$ cat config.mk
export PLATFORM = sky130hd
export DESIGN_NAME = rc_frame_decode_calibrate
export DESIGN_NICKNAME = d
export VERILOG_FILES = /design/src/hdl/rcfd_pkg.sv /design/src/hdl/rcfd_lane.sv /design/src/hdl/rcfd_merge.sv /design/src/hdl/rc_frame_decode_calibrate.sv
export SDC_FILE = /design/constraint.sdc
export NUM_CORES = 1
export LEC_CHECK = 0
export BUFFER_PORTS_ARGS = -buffer_cell sky130_fd_sc_hd__buf_2
export CAP_MARGIN = 20
export CORE_ASPECT_RATIO = 0.5
export CORE_UTILIZATION = 43
export DETAILED_ROUTE_END_ITERATION = 16
export PLACE_DENSITY_LB_ADDON = 0.2
export SLEW_MARGIN = 20
export SYNTH_ARGS = -nofsm -noshare
export SYNTH_HDL_FRONTEND = slang
export SYNTH_SLANG_ARGS = --single-unit
$ cat constraint.sdc
create_clock -name clk -period 9.9 [get_ports clk]
set_input_delay 1.98 -clock clk [delete_from_list [all_inputs] [get_ports clk]]
set_output_delay 1.98 -clock clk [all_outputs]
set_load 0.01 [all_outputs]
$ cat src/hdl/rcfd_pkg.sv
// shared types, constants and helpers for the rc frame decode and calibrate block
`default_nettype none

package rcfd_pkg;

  localparam int NUM_LANES    = 4;
  localparam int STICK_W      = 11;
  localparam int CEIL_W       = 10;
  localparam int FLOOR_W      = 11;
  localparam int SWITCH_W     = 2;
  localparam int STICK_SPAN   = 660;
  localparam int STICK_OFFSET = 1024;
  localparam int FRAME_W      = 48;
  localparam int CFG_IDX_W    = 4;
  localparam int CFG_DATA_W   = 11;
  // |v| * 660 with |v| <= 659 stays below 2^19
  localparam int NUM_W        = 19;
  localparam int DIV_STEPS    = NUM_W;
  localparam int CNT_W        = $clog2(DIV_STEPS + 1);

  typedef logic signed [STICK_W-1:0] stick_t;

  typedef enum logic [CFG_IDX_W-1:0] {
    REG_CEIL_CH1  = 4'd0,
    REG_CEIL_CH2  = 4'd1,
    REG_CEIL_CH3  = 4'd2,
    REG_CEIL_CH4  = 4'd3,
    REG_FLOOR_CH1 = 4'd4,
    REG_FLOOR_CH2 = 4'd5,
    REG_FLOOR_CH3 = 4'd6,
    REG_FLOOR_CH4 = 4'd7
  } cfg_reg_t;

  typedef enum logic [1:0] {
    ST_IDLE,
    ST_START,
    ST_RUN,
    ST_DONE
  } ctl_state_t;

  typedef struct packed {
    logic               start;
    stick_t             value;
    logic [CEIL_W-1:0]  ceil_val;
    logic [FLOOR_W-1:0] floor_val;
  } lane_req_t;

  typedef struct packed {
    logic   done;
    stick_t value;
  } lane_rsp_t;

  localparam stick_t SPAN_S = stick_t'(STICK_SPAN);

  function automatic logic stick_in_range(stick_t v);
    return (v < SPAN_S) && (v > -SPAN_S);
  endfunction

endpackage

`default_nettype wire

$ cat src/hdl/rcfd_lane.sv
// one stick lane: scales by 660 and divides by the calibration value bit-serially
`default_nettype none

module rcfd_lane (
  input  wire logic              clk,
  input  wire logic              rst_n,
  input  wire rcfd_pkg::lane_req_t req,
  output rcfd_pkg::lane_rsp_t    rsp
);
  import rcfd_pkg::*;

  localparam int PROD_W = STICK_W + CEIL_W;

  logic               busy_r;
  logic               fin_r;
  logic [CNT_W-1:0]   cnt_r;
  logic [NUM_W-1:0]   num_r;
  logic [FLOOR_W-1:0] rem_r;
  logic [FLOOR_W-1:0] den_r;
  logic               neg_r;
  logic               zero_r;

  logic [STICK_W-1:0] mag;
  logic [PROD_W-1:0]  prod;
  logic [FLOOR_W:0]   rem_sh;
  logic [FLOOR_W:0]   rem_diff;
  logic               take;
  logic [STICK_W-1:0] mag_sat;
  stick_t             result;

  always_comb begin
    mag      = req.value[STICK_W-1] ? STICK_W'(-req.value) : STICK_W'(req.value);
    prod     = PROD_W'(mag) * PROD_W'(STICK_SPAN);
    rem_sh   = {rem_r, num_r[NUM_W-1]};
    take     = rem_sh >= {1'b0, den_r};
    rem_diff = rem_sh - {1'b0, den_r};
    // quotient sits in num_r once all steps are done
    mag_sat  = (num_r > NUM_W'(STICK_SPAN)) ? STICK_W'(STICK_SPAN) : STICK_W'(num_r);
    if (zero_r) begin
      result = '0;
    end else if (neg_r) begin
      result = stick_t'(-mag_sat);
    end else begin
      result = stick_t'(mag_sat);
    end
  end

  assign rsp.done  = fin_r;
  assign rsp.value = result;

  always_ff @(posedge clk) begin
    if (!rst_n) begin
      busy_r <= 1'b0;
      fin_r  <= 1'b0;
      cnt_r  <= '0;
    end else if (req.start) begin
      busy_r <= 1'b1;
      fin_r  <= 1'b0;
      cnt_r  <= CNT_W'(DIV_STEPS);
    end else if (busy_r) begin
      cnt_r <= cnt_r - CNT_W'(1);
      if (cnt_r == CNT_W'(1)) begin
        busy_r <= 1'b0;
        fin_r  <= 1'b1;
      end
    end
  end

  always_ff @(posedge clk) begin
    if (req.start) begin
      num_r  <= prod[NUM_W-1:0];
      rem_r  <= '0;
      den_r  <= req.value[STICK_W-1] ? req.floor_val : {1'b0, req.ceil_val};
      neg_r  <= req.value[STICK_W-1];
      zero_r <= (req.value == '0);
    end else if (busy_r) begin
      num_r <= {num_r[NUM_W-2:0], take};
      // remainder stays below the divisor, so it fits
      rem_r <= take ? rem_diff[FLOOR_W-1:0] : rem_sh[FLOOR_W-1:0];
    end
  end

endmodule

`default_nettype wire

$ cat src/hdl/rcfd_merge.sv
// merges lane results into the held sticks and drives the result register
`default_nettype none

module rcfd_merge (
  input  wire logic                                          clk,
  input  wire logic                                          rst_n,
  input  wire logic                                          load,
  input  wire logic                                          frame_ok,
  input  wire rcfd_pkg::lane_rsp_t [rcfd_pkg::NUM_LANES-1:0] lane_rsp,
  input  wire logic [rcfd_pkg::SWITCH_W-1:0]                 switch_left,
  input  wire logic [rcfd_pkg::SWITCH_W-1:0]                 switch_right,
  output logic                                               slot_free,
  output logic                                               out_tvalid,
  input  wire logic                                          out_tready,
  output logic [rcfd_pkg::FRAME_W-1:0]                       out_tdata,
  output logic                                               out_tuser
);
  import rcfd_pkg::*;

  logic [NUM_LANES-1:0][STICK_W-1:0] held_r;
  logic [NUM_LANES-1:0][STICK_W-1:0] held_nxt;
  logic                              out_tvalid_r;
  logic [FRAME_W-1:0]                out_tdata_r;
  logic                              out_tuser_r;
  logic [FRAME_W-1:0]                tdata_nxt;

  // sticks occupy the low bits, switches the top four
  always_comb begin
    for (int i = 0; i < NUM_LANES; i++) begin
      held_nxt[i] = frame_ok ? lane_rsp[i].value : held_r[i];
    end
    tdata_nxt = {switch_right, switch_left, held_nxt[NUM_LANES-1:0]};
  end

  assign slot_free  = !out_tvalid_r || out_tready;
  assign out_tvalid = out_tvalid_r;
  assign out_tdata  = out_tdata_r;
  assign out_tuser  = out_tuser_r;

  always_ff @(posedge clk) begin
    if (!rst_n) begin
      held_r       <= '0;
      out_tvalid_r <= 1'b0;
    end else begin
      if (load) begin
        held_r       <= held_nxt;
        out_tvalid_r <= 1'b1;
      end else if (out_tready) begin
        out_tvalid_r <= 1'b0;
      end
    end
  end

  always_ff @(posedge clk) begin
    if (load) begin
      out_tdata_r <= tdata_nxt;
      out_tuser_r <= frame_ok;
    end
  end

endmodule

`default_nettype wire

$ cat src/hdl/rc_frame_decode_calibrate.sv
// top level: frame unpack, calibration registers, control and four stick lanes
//
//  channel | dir | handshake                | payload
//  in_     | in  | in_tvalid / in_tready    | in_tdata: six frame bytes
//  out_    | out | out_tvalid / out_tready  | out_tdata: sticks, switches; out_tuser: updated
//  cfg_    | in  | cfg_valid / cfg_ready    | cfg_index, cfg_data
//
// a frame is worked on from accept to a valid result by the 19-step serial divider
// in each lane; the next frame is accepted no earlier than the cycle after the result
// is loaded, so the lanes work on one frame at a time.
// rst_n is synchronous: calibration returns to 660, held sticks to zero.
// a stalled result waits in the output register; the lanes are then idle and
// one further frame can be worked on while the old result is still pending.
// cfg_ready is always high.
`default_nettype none

module rc_frame_decode_calibrate (
  input  wire logic                              clk,
  input  wire logic                              rst_n,
  input  wire logic                              in_tvalid,
  output logic                                   in_tready,
  // frame_byte0 .. frame_byte5, byte0 in bits 7:0
  input  wire logic [rcfd_pkg::FRAME_W-1:0]      in_tdata,
  output logic                                   out_tvalid,
  input  wire logic                              out_tready,
  // stick_one, stick_two, stick_three, stick_four, switch_left, switch_right
  output logic [rcfd_pkg::FRAME_W-1:0]           out_tdata,
  // channels_updated
  output logic                                   out_tuser,
  input  wire logic                              cfg_valid,
  output logic                                   cfg_ready,
  input  wire logic [rcfd_pkg::CFG_IDX_W-1:0]    cfg_index,
  input  wire logic [rcfd_pkg::CFG_DATA_W-1:0]   cfg_data
);
  import rcfd_pkg::*;

  ctl_state_t state_r;
  ctl_state_t state_nxt;

  logic [NUM_LANES-1:0][CEIL_W-1:0]  ceil_r;
  logic [NUM_LANES-1:0][FLOOR_W-1:0] floor_r;
  logic [FRAME_W-1:0]                frame_r;

  stick_t                        raw_v   [NUM_LANES];
  lane_req_t [NUM_LANES-1:0]     lane_req;
  lane_rsp_t [NUM_LANES-1:0]     lane_rsp;
  logic                          frame_ok;
  logic                          all_done;
  logic                          lane_start;
  logic                          merge_load;
  logic                          slot_free;

  assign cfg_ready = 1'b1;

  always_ff @(posedge clk) begin
    if (!rst_n) begin
      for (int i = 0; i < NUM_LANES; i++) begin
        ceil_r[i]  <= CEIL_W'(STICK_SPAN);
        floor_r[i] <= FLOOR_W'(STICK_SPAN);
      end
    end else if (cfg_valid) begin
      if (cfg_index inside {[REG_CEIL_CH1:REG_CEIL_CH4]}) begin
        ceil_r[cfg_index[1:0]] <= cfg_data[CEIL_W-1:0];
      end else if (cfg_index inside {[REG_FLOOR_CH1:REG_FLOOR_CH4]}) begin
        floor_r[cfg_index[1:0]] <= cfg_data;
      end
    end
  end

  always_ff @(posedge clk) begin
    if (in_tvalid && in_tready) begin
      frame_r <= in_tdata;
    end
  end

  // the four 11-bit channels sit back to back in the first 44 frame bits
  always_comb begin
    frame_ok = 1'b1;
    all_done = 1'b1;
    for (int i = 0; i < NUM_LANES; i++) begin
      raw_v[i]             = stick_t'(frame_r[i*STICK_W +: STICK_W] - STICK_W'(STICK_OFFSET));
      frame_ok             = frame_ok & stick_in_range(raw_v[i]);
      all_done             = all_done & lane_rsp[i].done;
      lane_req[i].start    = lane_start;
      lane_req[i].value    = raw_v[i];
      lane_req[i].ceil_val = ceil_r[i];
      lane_req[i].floor_val = floor_r[i];
    end
  end

  always_ff @(posedge clk) begin
    if (!rst_n) begin
      state_r <= ST_IDLE;
    end else begin
      state_r <= state_nxt;
    end
  end

  always_comb begin
    state_nxt = state_r;
    case (state_r)
      ST_IDLE:  if (in_tvalid) state_nxt = ST_START;
      ST_START: state_nxt = ST_RUN;
      ST_RUN:   if (all_done) state_nxt = ST_DONE;
      ST_DONE:  if (slot_free) state_nxt = ST_IDLE;
      default:  state_nxt = ST_IDLE;
    endcase
  end

  always_comb begin
    in_tready  = 1'b0;
    lane_start = 1'b0;
    merge_load = 1'b0;
    case (state_r)
      ST_IDLE:  in_tready = 1'b1;
      ST_START: lane_start = 1'b1;
      ST_RUN:   ;
      ST_DONE:  merge_load = slot_free;
      default:  ;
    endcase
  end

  for (genvar g = 0; g < NUM_LANES; g++) begin : g_lane
    rcfd_lane u_lane (
      .clk   (clk),
      .rst_n (rst_n),
      .req   (lane_req[g]),
      .rsp   (lane_rsp[g])
    );
  end

  rcfd_merge u_merge (
    .clk          (clk),
    .rst_n        (rst_n),
    .load         (merge_load),
    .frame_ok     (frame_ok),
    .lane_rsp     (lane_rsp),
    .switch_left  (frame_r[FRAME_W-1 -: SWITCH_W]),
    .switch_right (frame_r[FRAME_W-1-SWITCH_W -: SWITCH_W]),
    .slot_free    (slot_free),
    .out_tvalid   (out_tvalid),
    .out_tready   (out_tready),
    .out_tdata    (out_tdata),
    .out_tuser    (out_tuser)
  );

endmodule

`default_nettype wire

==> results of run 1 <==
[cells by family after synthesis]
| group | share of synthesized area (%) |
|---|---|
| and+or+nand+nor | 14.8 |
| muxes | 7.18 |
| AOI/OAI and AO/OA | 12.7 |
| other | 0.0141 |
| adders and majority gates | 15.3 |
| xor gates and xnor gates | 4.45 |
| buffers and inverters | 5.07 |
| DFF | 40.5 |
[layout by cell type, fill, tap and decap left out, types with 9 or more instances in the layout]
| master | netlist | final |
|---|---|---|
| nand2_1 | 288 | 286 |
| nor2_1 | 252 | 251 |
| ha_1 | 248 | 247 |
| inv_1 | 223 | 220 |
| edfxtp_1 | 217 | 217 |
| dfxtp_1 | 211 | 211 |
| o21ai_0 | 121 | 121 |
| buf_2 | 17 | 118 |
| a21oi_1 | 109 | 109 |
| mux2i_1 | 96 | 96 |
| xnor2_1 | 90 | 90 |
| mux2_2 | 82 | 82 |
| nand3_1 | 71 | 71 |
| nor3_1 | 55 | 55 |
| fa_1 | 48 | 48 |
| a211oi_1 | 48 | 46 |
| clkbuf_16 | 0 | 44 |
| xor2_1 | 43 | 43 |
| nand2b_1 | 28 | 28 |
| o31ai_1 | 25 | 25 |
| a31oi_1 | 25 | 25 |
| a21o_1 | 18 | 18 |
| nor2b_1 | 18 | 18 |
| and2_1 | 19 | 18 |
| nor4_1 | 17 | 17 |
| o21ai_1 | 17 | 17 |
| and3_1 | 16 | 16 |
| nand4_1 | 15 | 15 |
| o21a_1 | 15 | 15 |
| buf_4 | 4 | 15 |
| o211ai_1 | 12 | 12 |
| o21bai_1 | 10 | 10 |
| a31o_2 | 9 | 9 |
| clkinv_2 | 0 | 9 |
[layer usage]
layer  wire [um]  vias to the layer above  GRT usage, %  share of wire [%]
li1            -                     9832             -                  -
met1       32100                     9380          29.2                 52
met2       26000                      335          30.1                 42
met3        2820                       95          3.31                4.5
met4        1360                        2          5.21                2.2
met5          13                        -             0              0.021
[layout make-up]
| type | count | area, um2 |
|---|---|---|
| fillers | 5625 | 30800 |
| clock inverters | 26 | 273 |
| clock buffers | 52 | 1180 |
| repair buffers | 134 | 718 |
| well taps | 812 | 1020 |
| diodes | 6 | 15.0 |
| inverters | 225 | 846 |
| multi-input cells | 1964 | 14500 |
| flip-flops and latches | 428 | 10700 |
[sequential cells by signal (all words and copies together), names as in the netlist]
| signal | cells |
|---|---|
| frame_r | 48 |
| u_merge.out_tvalid | 1 |
| g_lane.u_lane.rem_r | 44 |
| g_lane.u_lane.fin_r | 4 |
| u_merge.held_r | 44 |
| u_merge.out_tdata | 48 |
| g_lane.u_lane.zero_r | 4 |
| g_lane.u_lane.num_r | 76 |
| state_r | 2 |
| floor_r | 44 |
| g_lane.u_lane.neg_r | 4 |
| g_lane.u_lane.cnt_r | 20 |
| ceil_r | 40 |
| g_lane.u_lane.den_r | 44 |
| g_lane.u_lane.busy_r | 4 |
| u_merge.out_tuser | 1 |
[per-stage QoR]
stage	hold slack (ns)	cells	worst slack, ns	util, %
6_report	0.418	3647	4.63	48.7
5_1_grt	0.434	3646	4.18	48.7
4_1_cts	0.423	3640	4.64	48.7
3_5_place_dp	0.412	3562	4.65	46.2
3_3_place_gp	0.402	3561	4.80	46.2
2_1_floorplan	0.400	2741	5.12	-
[path summary, 6_finish.rpt]
| kind | from | endpoint | slack (ns) | cells past startpoint |
|---|---|---|---|---|
| setup / recovery | frame_r[43] | g_lane[3].u_lane.num_r[18] | 4.63 | 16 |
| hold / removal | frame_r[47] | u_merge.out_tdata[45] | 0.42 | 0 |
| setup reg to reg | frame_r[43] | g_lane[3].u_lane.num_r[18] | 4.63 | 16 |
| hold reg to reg | frame_r[47] | u_merge.out_tdata[45] | 0.42 | 0 |
==> metrics.txt, run 1 <==
ys flop type=edfxtp_1; TritonCTS clock tree=done; final hold viol count=0; status=completed; post-route antenna net violation count=0; gr ovfl total=0; Die H=~180 um; clock transition at the registers of the reported paths=0.07 ns; Synth Cell Area=26500 um2; Synth area leaders=edfxtp_1, dfxtp_1, ha_1, nand2_1, fa_1; crit-path leading delay family=adder cells; Vias=between 15000 and 20000; Slowest cell on crit path=edfxtp_1; TritonCTS Sinks=about 430; WS Path Type=reg2reg; total track usage=19.9%; worst-case clock buffer depth=3; Arr. time, crit path=roughly 5.6 ns; # rows=between 60 and 70; Rel. slew slack=between 30% and 40%; CTS resizes=0; Iteration-0 DRC Markers=roughly 1200; Placeable Area=60100 um2; Area after DPL=about 28000 um2; largest net degree at the start of global routing=between 70 and 80; Least-Margin Pin Slew=1.04 ns; Final setup viols=0; commonest cells in the netlist=nand2_1, nor2_1, ha_1; Ys Warns=0; CP Launch Type=flop; layout cells sized above 1=12.0%; Initial Util=44.1%; Worst setup EP type=flop; clk_lat worst skew=0.59 ns; Synth top area share=roughly a quarter; delay of the slowest critical-path stage=approximately 1 ns; DRT Pass-1 Iters=7; Design Area, Final=around 30000 um2; ys async rst share=0%; drt drc=0; WP buf/inv=3; area grow syn2layout=10.4%; Via density=between 5 and 6; RSZ-0062 raised after global routing=no; hold-fix buffers at CTS=0; Required @ worst endpoint=a little over 10 ns; Yosys cell types=just over 90; syn_nets=3105; DIE WIDTH=353 um; Setup Fix Bufs, Post-CTS=0; number of global-route vias before repair=19000; CTS buffer count=42; count leader, synth=nand2_1; CTS H-tree depth=2; max-slew violation count=0; crit path max fanout=22; syn_area_per_cell=roughly 9.7 um2; CTS root buf=clkbuf_16; Die ar.=roughly 63000 um2; Wirelength per Cell=17.1 um; total negative setup slack=0 ns; worst min path class=reg2reg; final WL=between 60000 and 70000 um; number of I/O port buffers=roughly 120; Final GP Congestion=a little under 0.9; achievable frequency=190 MHz; initial antenna violation count=9; EDFF count, synth=217; first-pass GRT wire length=roughly 100000 um; cell count after synthesis=~2700; fin crit period=~5.3 ns; period utilization=a little over half; # IOs=between 100 and 150; # nets final=3159; register area share after synthesis=between 40% and 50%; Yosys top cell by area=edfxtp_1; synthesis-stage register bit count=around 430; crit path cell chain=inv_1, o21a_1, xor2_1, ha_1, fa_1, inv_1, fa_1, inv_1, ha_1, ha_1, or3_1, o21ai_0, o21ai_0, o41ai_1, xnor2_1, o21ai_0; HPWL Detailed=approximately 45000 um; max cap viols=0; Worst Clk Skew=around 0.028 ns
Power of run 1 is left out: the tool's default activity adds up to more than one toggle a clock period on the data nets, which glitch-free logic cannot reach.
==> inputs of run 2 (changes only) <==
- clock period: 9.9 -> 4.5 ns (I/O delays scaled with it)
==> run 2 against run 1 <==
  * Sequential share of layout area down 2.2 points
  * Critical path depth up 1
  * First-iteration DRC count down 9.5%
  * Register-to-register slack worse by 4.6 ns
  * Critical endpoint is now g_lane[2].u_lane.num_r[18]
  * Global-route usage up 0.14 points
==> metrics.txt, run 2 (same netlist as run 1, synthesis figures left out) <==
final worst setup slack=0.00592 ns (-4.62 ns); Placeable Area=60100 um2 (unchanged); Worst Clk Skew=0.0177 ns (-0.0105 ns); Arr. time, crit path=4.82 ns (-0.74 ns); CTS root buf=clkbuf_16; area grow syn2layout=17.6%; worst-case clock buffer depth=3 (unchanged); hold wc startpoint=frame_r[45]; # rows=63 (unchanged); gr ovfl total=0 (unchanged); post-route antenna net violation count=0 (unchanged); reg2reg path depth=17 (+1); # diodes=0 (-6); Via density=5.29 (-1.9%); Wirelength per Cell=16.9 um (-1.0%); clk_lat worst skew=0.57 ns (-0.02 ns); first-pass GRT wire length=102000 um (+0.90%); Worst setup EP type=flop; layout cells sized above 1=20.1% (+8.1 points); Biggest register=g_lane.u_lane.num_r; Die ar.=62800 um2 (unchanged); drt drc=0 (unchanged); crit path max fanout=3 (-86%); reg2reg setup slack=0.006 ns (-4.62 ns); TritonCTS Sinks=428 (unchanged); Die H=178 um (unchanged); largest net degree at the start of global routing=77 (+5.5%); commonest non-fill, non-tap cell in the layout=nand2_1; fin crit period=4.49 ns (-0.779 ns); HPWL Detailed=45900 um (+1.6%); # nets final=3306 (+4.7%); achievable frequency=223 MHz (+17%); Hold Path End=u_merge.out_tdata[47]; Crit Reg-Reg Endpoint=g_lane[2].u_lane.num_r[18]; max reg flops=76 (unchanged); total negative setup slack=0 ns (unchanged); worst min path class=reg2reg; Final GP Congestion=0.868 (-1.2%); total track usage=20.0% (+0.14 points); clock transition at the registers of the reported paths=0.07 ns (about the same); Critical R2R Launch=frame_r[22]; Required @ worst endpoint=4.82 ns (-5.37 ns); Place WS=-0.236 ns (-4.89 ns); final hold viol count=0 (unchanged); hold-fix buffers at CTS=0 (unchanged); CP Launch Type=flop; DIE WIDTH=353 um (unchanged); # IOs=120 (unchanged); Rel. slew slack=33.8% (+2.8 points); number of I/O port buffers=118 (unchanged); RSZ-0062 raised after global routing=yes; fin util=51.9% (+3.2 points); WS Path Type=reg2reg; CTS buffer count=42 (unchanged); DRT Pass-1 Iters=5 (-2); Initial Util=44.1% (unchanged); TritonCTS clock tree=done; Least-Margin Pin Slew=0.994 ns (-0.0423 ns); status=completed; final hold slack=0.421 ns (+0.00259 ns); Iteration-0 DRC Markers=1117 (-9.5%); max cap viols=0 (unchanged); period utilization=99.9% (+47 points); final WL=64100 um (+2.8%); Vias=20000 (+1.9%); max-slew violation count=0 (unchanged); initial antenna violation count=1 (-8); CTS H-tree depth=2 (unchanged); Final setup viols=0 (unchanged); most frequent cells in the layout=nand2_1, nor2_1, edfxtp_1; Hold Path Depth=0 (unchanged); number of global-route vias before repair=19300 (+1.6%)
[run 2: cell count changes in the layout (fill, tap and decap cells not counted), sizes merged]
cell and change:
diode -6, buf +147, clkbuf +1, clkinv +3, inv -4, bufinv -1
[run 2: worst max path at each step]
| stage | start | slack [ns] | to |
|---|---|---|---|
| after floorplan | frame_r[32] | 0.003 | g_lane[2].u_lane.num_r[18] |
| after global placement | frame_r[33] | -0.15 | g_lane[3].u_lane.num_r[18] |
| after detailed placement | frame_r[33] | -0.24 | g_lane[3].u_lane.num_r[18] |
| after CTS | frame_r[22] | -0.02 | g_lane[2].u_lane.num_r[18] |
| after global routing | frame_r[22] | -0.17 | g_lane[2].u_lane.num_r[18] |
| final | frame_r[22] | 0.006 | g_lane[2].u_lane.num_r[18] |
[run 2: what timing repair did]
action | 4_1_cts | 5_1_grt
setup buffers | 8 | 23
pin swaps | 20 | 90
setup endpoints to repair | 10 | 21
gates resized for setup | 33 | 122
[run 2: worst max-delay path, cell delays in order, from the launching register on]
cell and delay (ns):
edfxtp_1 0.45, buf_6 0.16, nor3_4 0.15, nor2_2 0.06, xor2_2 0.16, buf_4 0.15
ha_1 0.27, inv_1 0.05, fa_1 0.50, inv_1 0.05, fa_1 0.45, ha_1 0.29
ha_2 0.18, or4_4 0.54, a31o_4 0.27, o41ai_4 0.29, xnor2_1 0.15, o21ai_1 0.08
[run 2: routing by layer]
layer	wire length (um)	vias up	global-route usage [%]
li1	-	10100	-
met5	0	-	0
met2	28500	313	32.5
met3	2860	57	3.29
met4	855	0	3.59
met1	31900	9540	28.4
[run 2: cell type report]
| class | instances | area [um2] |
|---|---|---|
| Fill cell | 5453 | 28900 |
| Multi-Input combinational cell | 1964 | 15300 |
| Sequential cell | 428 | 10700 |
| Timing Repair Buffer | 281 | 1870 |
| Clock buffer | 53 | 1190 |
| Tap cell | 812 | 1020 |
| Inverter | 225 | 846 |
| Clock inverter | 24 | 209 |
[run 2: metrics by stage]
step / instance area, um2 / instances
2_1_floorplan: 26600 / 2741
3_3_place_gp: 28700 / 3679
3_5_place_dp: 28700 / 3679
4_1_cts: 30400 / 3764
5_1_grt: 31200 / 3787
6_report: 31200 / 3787
Power of run 2 is left out for the same reason.
